### src/design/bqc_pkg.sv
package bqc_pkg;

   localparam int SAMPLE_WIDTH   = 16;
   localparam int COEF_FRAC_BITS = 14;

   // Coefficients stay below 2.0, so two integer bits cover sign and magnitude.
   localparam int COEF_W = COEF_FRAC_BITS + 2;
   localparam int PROD_W = SAMPLE_WIDTH + COEF_W;
   // Five products per section need three guard bits.
   localparam int ACC_W  = PROD_W + 3;

   localparam int NUM_TAPS = 10;
   localparam int STEP_W   = $clog2(NUM_TAPS + 1);

   localparam logic [STEP_W-1:0] STEP_S1_FIRST = STEP_W'(0);
   localparam logic [STEP_W-1:0] STEP_S1_LAST  = STEP_W'(4);
   localparam logic [STEP_W-1:0] STEP_S2_FIRST = STEP_W'(5);
   localparam logic [STEP_W-1:0] STEP_S2_LAST  = STEP_W'(9);

   // Coefficients in ten-thousandths, quantized with round half up.
   localparam logic [63:0] Q_B0 = ((64'd6293  << COEF_FRAC_BITS) + 64'd5000) / 64'd10000;
   localparam logic [63:0] Q_B1 = ((64'd12586 << COEF_FRAC_BITS) + 64'd5000) / 64'd10000;
   localparam logic [63:0] Q_A1 = ((64'd9747  << COEF_FRAC_BITS) + 64'd5000) / 64'd10000;
   localparam logic [63:0] Q_A2 = ((64'd5426  << COEF_FRAC_BITS) + 64'd5000) / 64'd10000;
   localparam logic [63:0] Q_C0 = ((64'd4754  << COEF_FRAC_BITS) + 64'd5000) / 64'd10000;
   localparam logic [63:0] Q_C1 = ((64'd9508  << COEF_FRAC_BITS) + 64'd5000) / 64'd10000;
   localparam logic [63:0] Q_D1 = ((64'd7363  << COEF_FRAC_BITS) + 64'd5000) / 64'd10000;
   localparam logic [63:0] Q_D2 = ((64'd1654  << COEF_FRAC_BITS) + 64'd5000) / 64'd10000;

   localparam logic signed [COEF_W-1:0] C_B0 = COEF_W'(Q_B0);
   localparam logic signed [COEF_W-1:0] C_B1 = COEF_W'(Q_B1);
   localparam logic signed [COEF_W-1:0] C_A1 = COEF_W'(Q_A1);
   localparam logic signed [COEF_W-1:0] C_A2 = COEF_W'(Q_A2);
   localparam logic signed [COEF_W-1:0] C_C0 = COEF_W'(Q_C0);
   localparam logic signed [COEF_W-1:0] C_C1 = COEF_W'(Q_C1);
   localparam logic signed [COEF_W-1:0] C_D1 = COEF_W'(Q_D1);
   localparam logic signed [COEF_W-1:0] C_D2 = COEF_W'(Q_D2);

   typedef struct packed {
      logic issue;
      logic first;
   } mac_ctl_type;

   // Signed coefficient applied at each step of the schedule; the minus
   // signs of the difference equations are folded in here.
   function automatic logic signed [COEF_W-1:0] coef_at(input logic [STEP_W-1:0] step);
      logic signed [COEF_W-1:0] c;
      case (step)
         STEP_W'(0): c = C_B0;
         STEP_W'(1): c = -C_B1;
         STEP_W'(2): c = C_B0;
         STEP_W'(3): c = C_A1;
         STEP_W'(4): c = -C_A2;
         STEP_W'(5): c = C_C0;
         STEP_W'(6): c = -C_C1;
         STEP_W'(7): c = C_C0;
         STEP_W'(8): c = C_D1;
         STEP_W'(9): c = -C_D2;
         default:    c = '0;
      endcase
      return c;
   endfunction

endpackage

### src/design/bqc_mac.sv
module bqc_mac (
   input  logic                                      clock,
   input  logic                                      reset,
   input  bqc_pkg::mac_ctl_type                      ctl,
   input  logic signed [bqc_pkg::SAMPLE_WIDTH-1:0]   op_a,
   input  logic signed [bqc_pkg::COEF_W-1:0]         coef,
   output logic signed [bqc_pkg::SAMPLE_WIDTH-1:0]   result,
   output logic                                      clip
);
   import bqc_pkg::*;

   localparam logic signed [ACC_W:0] RND_ONE = (ACC_W + 1)'(1) << (COEF_FRAC_BITS - 1);
   localparam logic signed [ACC_W:0] SMAX_EXT =
      {{(ACC_W - SAMPLE_WIDTH + 2){1'b0}}, {(SAMPLE_WIDTH - 1){1'b1}}};
   localparam logic signed [ACC_W:0] SMIN_EXT =
      {{(ACC_W - SAMPLE_WIDTH + 2){1'b1}}, {(SAMPLE_WIDTH - 1){1'b0}}};

   logic signed [PROD_W-1:0] prod_ff;
   logic                     prod_vld_ff;
   logic                     prod_first_ff;
   logic signed [ACC_W-1:0]  acc_ff;
   logic signed [ACC_W-1:0]  prod_ext;
   logic signed [ACC_W:0]    rnd;
   logic signed [ACC_W:0]    shf;

   assign prod_ext = $signed({{(ACC_W - PROD_W){prod_ff[PROD_W-1]}}, prod_ff});

   always_ff @(posedge clock) begin
      if (reset) begin
         prod_vld_ff   <= 1'b0;
         prod_first_ff <= 1'b0;
      end else begin
         prod_vld_ff   <= ctl.issue;
         prod_first_ff <= ctl.first;
      end
      if (ctl.issue) begin
         prod_ff <= op_a * coef;
      end
      if (prod_vld_ff) begin
         acc_ff <= prod_first_ff ? prod_ext : acc_ff + prod_ext;
      end
   end

   // Round half toward plus infinity, then clip to the sample range.
   always_comb begin
      rnd = $signed({acc_ff[ACC_W-1], acc_ff}) + RND_ONE;
      shf = rnd >>> COEF_FRAC_BITS;
      if (shf > SMAX_EXT) begin
         result = SMAX_EXT[SAMPLE_WIDTH-1:0];
         clip   = 1'b1;
      end else if (shf < SMIN_EXT) begin
         result = SMIN_EXT[SAMPLE_WIDTH-1:0];
         clip   = 1'b1;
      end else begin
         result = shf[SAMPLE_WIDTH-1:0];
         clip   = 1'b0;
      end
   end

endmodule

### src/design/biquad_cascade_filter.sv
// Two cascaded direct-form-I biquad sections on one shared multiply-accumulate unit.
// An item is accepted only in the idle state, and rsp_valid rises once both sections
// finish; the steps are ten products through the single multiplier, one drain and
// one rounding step per section, and the idle state in which the next item is
// accepted. Completion waits while a presented result is held by rsp_stall.
// Reset (synchronous, active high) clears all history and drops rsp_valid.
module biquad_cascade_filter (
   input  logic                                      clock,
   input  logic                                      reset,
   input  logic                                      req_valid,
   output logic                                      req_stall,
   input  logic signed [bqc_pkg::SAMPLE_WIDTH-1:0]   req_sample_in,
   input  logic                                      req_restart,
   output logic                                      rsp_valid,
   input  logic                                      rsp_stall,
   output logic signed [bqc_pkg::SAMPLE_WIDTH-1:0]   rsp_sample_out,
   output logic                                      rsp_saturated
);
   import bqc_pkg::*;

   typedef enum logic [2:0] {
      ST_IDLE,
      ST_ISSUE1,
      ST_WAIT1,
      ST_FIN1,
      ST_ISSUE2,
      ST_WAIT2,
      ST_FIN2
   } state_type;

   state_type                       state_ff, state_in;
   logic [STEP_W-1:0]               step_ff, step_in;
   logic signed [SAMPLE_WIDTH-1:0]  x_ff, x_in;
   logic signed [SAMPLE_WIDTH-1:0]  x1_ff, x1_in, x2_ff, x2_in;
   logic signed [SAMPLE_WIDTH-1:0]  v_ff, v_in;
   logic signed [SAMPLE_WIDTH-1:0]  v1_ff, v1_in, v2_ff, v2_in;
   logic signed [SAMPLE_WIDTH-1:0]  y1_ff, y1_in, y2_ff, y2_in;
   logic                            clip_ff, clip_in;
   logic                            rsp_valid_ff, rsp_valid_in;
   logic signed [SAMPLE_WIDTH-1:0]  rsp_sample_ff, rsp_sample_in;
   logic                            rsp_sat_ff, rsp_sat_in;

   mac_ctl_type                     mac_ctl;
   logic signed [SAMPLE_WIDTH-1:0]  op_a;
   logic signed [COEF_W-1:0]        coef;
   logic signed [SAMPLE_WIDTH-1:0]  mac_result;
   logic                            mac_clip;
   logic                            out_free;

   bqc_mac u_mac (
      .clock  (clock),
      .reset  (reset),
      .ctl    (mac_ctl),
      .op_a   (op_a),
      .coef   (coef),
      .result (mac_result),
      .clip   (mac_clip)
   );

   assign req_stall      = (state_ff != ST_IDLE);
   assign rsp_valid      = rsp_valid_ff;
   assign rsp_sample_out = rsp_sample_ff;
   assign rsp_saturated  = rsp_sat_ff;
   assign out_free       = !rsp_valid_ff || !rsp_stall;

   always_comb begin
      case (step_ff)
         STEP_W'(0): op_a = x_ff;
         STEP_W'(1): op_a = x1_ff;
         STEP_W'(2): op_a = x2_ff;
         STEP_W'(3): op_a = v1_ff;
         STEP_W'(4): op_a = v2_ff;
         STEP_W'(5): op_a = v_ff;
         STEP_W'(6): op_a = v1_ff;
         STEP_W'(7): op_a = v2_ff;
         STEP_W'(8): op_a = y1_ff;
         STEP_W'(9): op_a = y2_ff;
         default:    op_a = '0;
      endcase
      coef = coef_at(step_ff);
      mac_ctl.issue = (state_ff == ST_ISSUE1) || (state_ff == ST_ISSUE2);
      mac_ctl.first = (step_ff == STEP_S1_FIRST) || (step_ff == STEP_S2_FIRST);
   end

   always_comb begin
      state_in      = state_ff;
      step_in       = step_ff;
      x_in          = x_ff;
      x1_in         = x1_ff;
      x2_in         = x2_ff;
      v_in          = v_ff;
      v1_in         = v1_ff;
      v2_in         = v2_ff;
      y1_in         = y1_ff;
      y2_in         = y2_ff;
      clip_in       = clip_ff;
      rsp_valid_in  = rsp_valid_ff && rsp_stall;
      rsp_sample_in = rsp_sample_ff;
      rsp_sat_in    = rsp_sat_ff;
      case (state_ff)
         ST_IDLE: begin
            step_in = STEP_S1_FIRST;
            if (req_valid) begin
               x_in     = req_sample_in;
               state_in = ST_ISSUE1;
               if (req_restart) begin
                  x1_in = '0;
                  x2_in = '0;
                  v1_in = '0;
                  v2_in = '0;
                  y1_in = '0;
                  y2_in = '0;
               end
            end
         end
         ST_ISSUE1: begin
            step_in = step_ff + STEP_W'(1);
            if (step_ff == STEP_S1_LAST) begin
               state_in = ST_WAIT1;
            end
         end
         ST_WAIT1: begin
            state_in = ST_FIN1;
         end
         ST_FIN1: begin
            v_in     = mac_result;
            clip_in  = mac_clip;
            state_in = ST_ISSUE2;
         end
         ST_ISSUE2: begin
            step_in = step_ff + STEP_W'(1);
            if (step_ff == STEP_S2_LAST) begin
               state_in = ST_WAIT2;
            end
         end
         ST_WAIT2: begin
            state_in = ST_FIN2;
         end
         ST_FIN2: begin
            // The accumulator holds its value until the output register frees up.
            if (out_free) begin
               rsp_valid_in  = 1'b1;
               rsp_sample_in = mac_result;
               rsp_sat_in    = clip_ff || mac_clip;
               x2_in         = x1_ff;
               x1_in         = x_ff;
               v2_in         = v1_ff;
               v1_in         = v_ff;
               y2_in         = y1_ff;
               y1_in         = mac_result;
               state_in      = ST_IDLE;
            end
         end
         default: begin
            state_in = ST_IDLE;
         end
      endcase
   end

   always_ff @(posedge clock) begin
      if (reset) begin
         state_ff     <= ST_IDLE;
         step_ff      <= '0;
         x1_ff        <= '0;
         x2_ff        <= '0;
         v1_ff        <= '0;
         v2_ff        <= '0;
         y1_ff        <= '0;
         y2_ff        <= '0;
         rsp_valid_ff <= 1'b0;
      end else begin
         state_ff     <= state_in;
         step_ff      <= step_in;
         x1_ff        <= x1_in;
         x2_ff        <= x2_in;
         v1_ff        <= v1_in;
         v2_ff        <= v2_in;
         y1_ff        <= y1_in;
         y2_ff        <= y2_in;
         rsp_valid_ff <= rsp_valid_in;
      end
      x_ff          <= x_in;
      v_ff          <= v_in;
      clip_ff       <= clip_in;
      rsp_sample_ff <= rsp_sample_in;
      rsp_sat_ff    <= rsp_sat_in;
   end

`ifndef NO_ASSERTIONS
   a_accept_starts: assert property (@(posedge clock) disable iff (reset)
      (req_valid && !req_stall) |=> (state_ff == ST_ISSUE1 && step_ff == STEP_S1_FIRST))
      else $error("accepted item did not start the first section");

   a_restart_clears: assert property (@(posedge clock) disable iff (reset)
      (req_valid && !req_stall && req_restart)
      |=> (x1_ff == '0 && x2_ff == '0 && v1_ff == '0 && y1_ff == '0))
      else $error("restart did not clear the history");

   a_issue2_steps: assert property (@(posedge clock) disable iff (reset)
      (state_ff == ST_ISSUE2) |-> (step_ff >= STEP_S2_FIRST && step_ff <= STEP_S2_LAST))
      else $error("second section issued outside its tap range");

   a_fin2_delivers: assert property (@(posedge clock) disable iff (reset)
      (state_ff == ST_FIN2 && out_free) |=> (rsp_valid_ff && state_ff == ST_IDLE))
      else $error("finished item was not presented");

   a_no_overwrite: assert property (@(posedge clock) disable iff (reset)
      (rsp_valid_ff && rsp_stall) |=> (rsp_sample_ff == $past(rsp_sample_ff)))
      else $error("waiting result was overwritten");
`endif

endmodule
### config.mk
export PLATFORM = sky130hd
export DESIGN_NAME = biquad_cascade_filter
export DESIGN_NICKNAME = d
export VERILOG_FILES = /design/src/design/bqc_pkg.sv /design/src/design/bqc_mac.sv /design/src/design/biquad_cascade_filter.sv
export SDC_FILE = /design/constraint.sdc
export NUM_CORES = 1
export LEC_CHECK = 0
export BUFFER_PORTS_ARGS = -buffer_cell sky130_fd_sc_hd__buf_2
export CAP_MARGIN = 20
export CORE_MARGIN = 1.5
export CORE_UTILIZATION = 60
export CTS_BUF_LIST = sky130_fd_sc_hd__clkbuf_16
export CTS_CLUSTER_SIZE = 8
export DETAILED_ROUTE_END_ITERATION = 8
export PLACE_DENSITY = 0.77
export SLEW_MARGIN = 25
export SYNTH_ARGS = -nofsm -noshare
export SYNTH_HDL_FRONTEND = slang
export SYNTH_SLANG_ARGS = --single-unit
### constraint.sdc
create_clock -name clock -period 12.5 [get_ports clock]
set_input_delay 0.625 -clock clock [delete_from_list [all_inputs] [get_ports clock]]
set_output_delay 0.625 -clock clock [all_outputs]
set_load 0.05 [all_outputs]
==> flow_summary.ini <==
[outcome]
status = complete, no violations

[final_layout]
final_core_util = 0.6554
drive_gt1_frac = 0.05493
fillers = 2758
fin_nets = 2581
final_common_cell = inv_1
area_growth_pct = 7.383
layout_common_cells = 377 x inv_1, 245 x fa_1, 159 x nor2b_1
antenna_cells = 0

[setup_path]
r2r-end = u_mac.prod_ff[29]
end_kind = flop
critPathMaxFanout = 18
r2r-start = step_ff[3]
reg2reg_slack_ns = 3.57
r2r_cells = 27
cp_data_arrival_time_ns = 9.19
cp-start-kind = flop
required_ns = 12.76
crit_type = flop to flop

[power]
power_frac_seq = 0.204
clkPwrFrac = 0.150
peakVddDrop_mv = 0.5191
switching_share = 0.4557
power.total_mw = 5.777
power_density_mw_per_mm2 = 255.2
switchingPower_mw = 2.633
p_leak_nw = 9.822
p_int_mw = 3.144
p_comb_frac = 0.646

[logic_synthesis]
synth_top_family_by_area = adder cells
synth_fa_ha_area_frac = 0.3138
synth-simple-area-share = 0.1454
syn_nets = 2587
synthFlopType = dfxtp_1
synth_compound_area_frac = 0.1394
synth_xor_area_frac = 0.02991
synth_seq_area_share = 0.2815
synthMuxAreaShare = 0.008190
avgSynthCellArea_sq_um = 9.649
syn_area_sq_mm = 0.02108
async_reset_ff_frac = 0
synthCells = 2185
ys_warn_count = 0
synth_edf_count = 117
synth_cell_types = 66
synth-seq-cells = 238

[timing]
period_share = 0.7145
slew_violations = 0
skew_ns = 0.02146
finalHoldViolCount = 0
setup_viol = 0
fin_crit_ns = 8.931
fin_tns_setup_ns = 0
worstMarginPinSlew_ns = 0.9456
rsz0062_at_grt = no
max_freq_mhz = 112.0
max_slew_margin = 0.3629

[drt]
route.met2.wl_microns = 25480
routedWlPerCell_microns = 19.51
top_layer_used = met4
wl_met3_microns = 3289
num_vias = 15830
ant_nets = 0
vias_per_cell = 5.956
wl_microns = 51870
firstDrtPassIters = 7
dr.first_iter.drc_count = 1513
route.detailed.drc = 0
m1WireLength_microns = 21170

[min_path]
whs_path_depth = 1
hp-class = primary input to flop
holdPathEnd = x_ff[4]
min_from = req_sample_in[4]

[clock_tree]
post-cts-setup-buffer-count = 0
cts_tree = done
htree_levels = 2
clk_pin_slew_ns = 0.05
cts_buffer_depth = 3
cts_resized = 0
postCtsHoldBufs = 0
insertion_delay_ns = 0.53
numCtsBuffers = 35
root_buffer = clkbuf_16
cts.sinks = 238

[global_routing]
antenna_found_initial = 0
grt_pass1_vias = 16030
grt_pass1_wl_microns = 84100
overflow = 0
track_usage = 0.2951
grt_max_degree = 86

[floorplanning]
die_h_microns = 190.5
die_area_sq_mm = 0.03627
rows = 68
pin_count = 40
core_sq_mm = 0.03454
start_util = 0.6103
die_w_microns = 190.5

[placement]
portBuffers = 39
gp_congestion = 0.9335
dp_hpwl_microns = 38300

[flow_run]
max-cap-violations = 0
[logic make-up (layout without fill, tap and decap cells)]
group,Yosys count,after routing
multiplexers,17,17
AND/OR/NAND/NOR,591,591
AO/OA/AOI/OAI,429,429
adder cells (fa/ha/maj),382,382
buffers and inverters,456,474
flip-flops,238,238
XOR/XNOR,72,72
[final cells by class]
cell class | count | area [sq um] | area share
multi-input combinational | 1491 | 13450 | 0.5939
sequential | 238 | 5937 | 0.2622
inverter | 354 | 1329 | 0.05869
timing repair buffer | 59 | 347.8 | 0.01536
tap | 455 | 569.3 | 0.02515
clock buffer | 35 | 875.8 | 0.03869
clock inverter | 26 | 135.1 | 0.005969
[state kept, by name (all words and copies together), names as in the netlist]
| name | flops |
|---|---|
| v1_ff | 16 |
| state_ff | 3 |
| v2_ff | 16 |
| y2_ff | 16 |
| x1_ff | 16 |
| rsp_valid | 1 |
| v_ff | 16 |
| u_mac.prod_first_ff | 1 |
| coef | 15 |
| rsp_sample_out | 16 |
| u_mac.prod_vld_ff | 1 |
| y1_ff | 16 |
| x2_ff | 16 |
| u_mac.acc_ff | 35 |
| step_ff | 4 |
| rsp_saturated | 1 |
| clip_ff | 1 |
| x_ff | 16 |
| u_mac.prod_ff | 32 |
[power groups by stage]
stage / combinational, mW / sequential (mW) / clock, mW
final: 3.73 / 1.18 / 0.866
after global routing: 4.20 / 1.18 / 0.911
after CTS: 3.75 / 1.18 / 0.874
after detailed placement: 3.73 / 1.19 / 0
after global placement: 3.63 / 1.19 / 0
after floorplan: 2.83 / 1.13 / 0
[worst max-delay path by stage]
stage	start	to	slack, ns	depth (start not counted)
finish	step_ff[3]	u_mac.prod_ff[29]	3.57	27
global route	step_ff[3]	u_mac.prod_ff[29]	3.14	27
CTS	step_ff[3]	u_mac.prod_ff[30]	3.73	25
detailed placement	step_ff[3]	u_mac.prod_ff[29]	3.76	25
global placement	step_ff[3]	u_mac.prod_ff[31]	3.90	27
floorplan	step_ff[0]	u_mac.prod_ff[28]	4.84	31
[routing by layer]
layer  up-vias  track usage
met5         -            0
met4         0       0.1202
met3       134      0.03202
met2       625       0.4922
met1      7844       0.3945
li1       7228            -
[through the flow]
stage	area, sq um	cells	hold WS (ns)	setup slack [ns]
detailed placement	21630	2597	0.4858	3.761
floorplan	21080	2185	0.4636	4.837
global route	22640	2658	0.2585	3.142
finish	22640	2658	0.2727	3.569
CTS	22640	2658	0.2638	3.729
global placement	21620	2597	0.4792	3.898
[synthesized netlist by cell type, drive strengths merged, types with 12 or more instances]
cell	n	area share
a211oi	12	0.0045
a21o	23	0.0082
a21oi	66	0.016
a22o	16	0.0066
a22oi	107	0.038
and2	44	0.013
and3	17	0.0050
clkbuf	91	0.016
dfxtp	121	0.11
edfxtp	117	0.17
fa	245	0.23
ha	136	0.081
inv	354	0.063
mux2i	15	0.0071
nand2	110	0.020
nand2b	47	0.014
nand3	25	0.0059
nor2	131	0.023
nor2b	160	0.048
nor3	20	0.0047
o21a	21	0.0075
o21ai	91	0.022
o31ai	13	0.0046
xnor2	43	0.018
xor2	29	0.012
[worst max-delay path, cell delays in order (launching register included)]
cell and delay [ns]:
dfxtp_1 0.78, nor2b_1 0.21, buf_4 0.21, o21a_1 0.37, a22o_1 0.35, a221oi_1 0.36
nand3_1 0.49, and2_1 0.37, fa_1 0.53, inv_1 0.05, fa_1 0.49, fa_1 0.53
inv_1 0.06, fa_1 0.51, fa_1 0.54, inv_1 0.05, fa_1 0.52, inv_1 0.04
ha_1 0.34, and3_1 0.18, nand3_1 0.11, nand2_1 0.08, a21oi_1 0.04, a311oi_1 0.53
a31oi_1 0.26, a21oi_1 0.30, o21ai_0 0.18, xnor2_1 0.16
(Power assumes the default switching activity.)
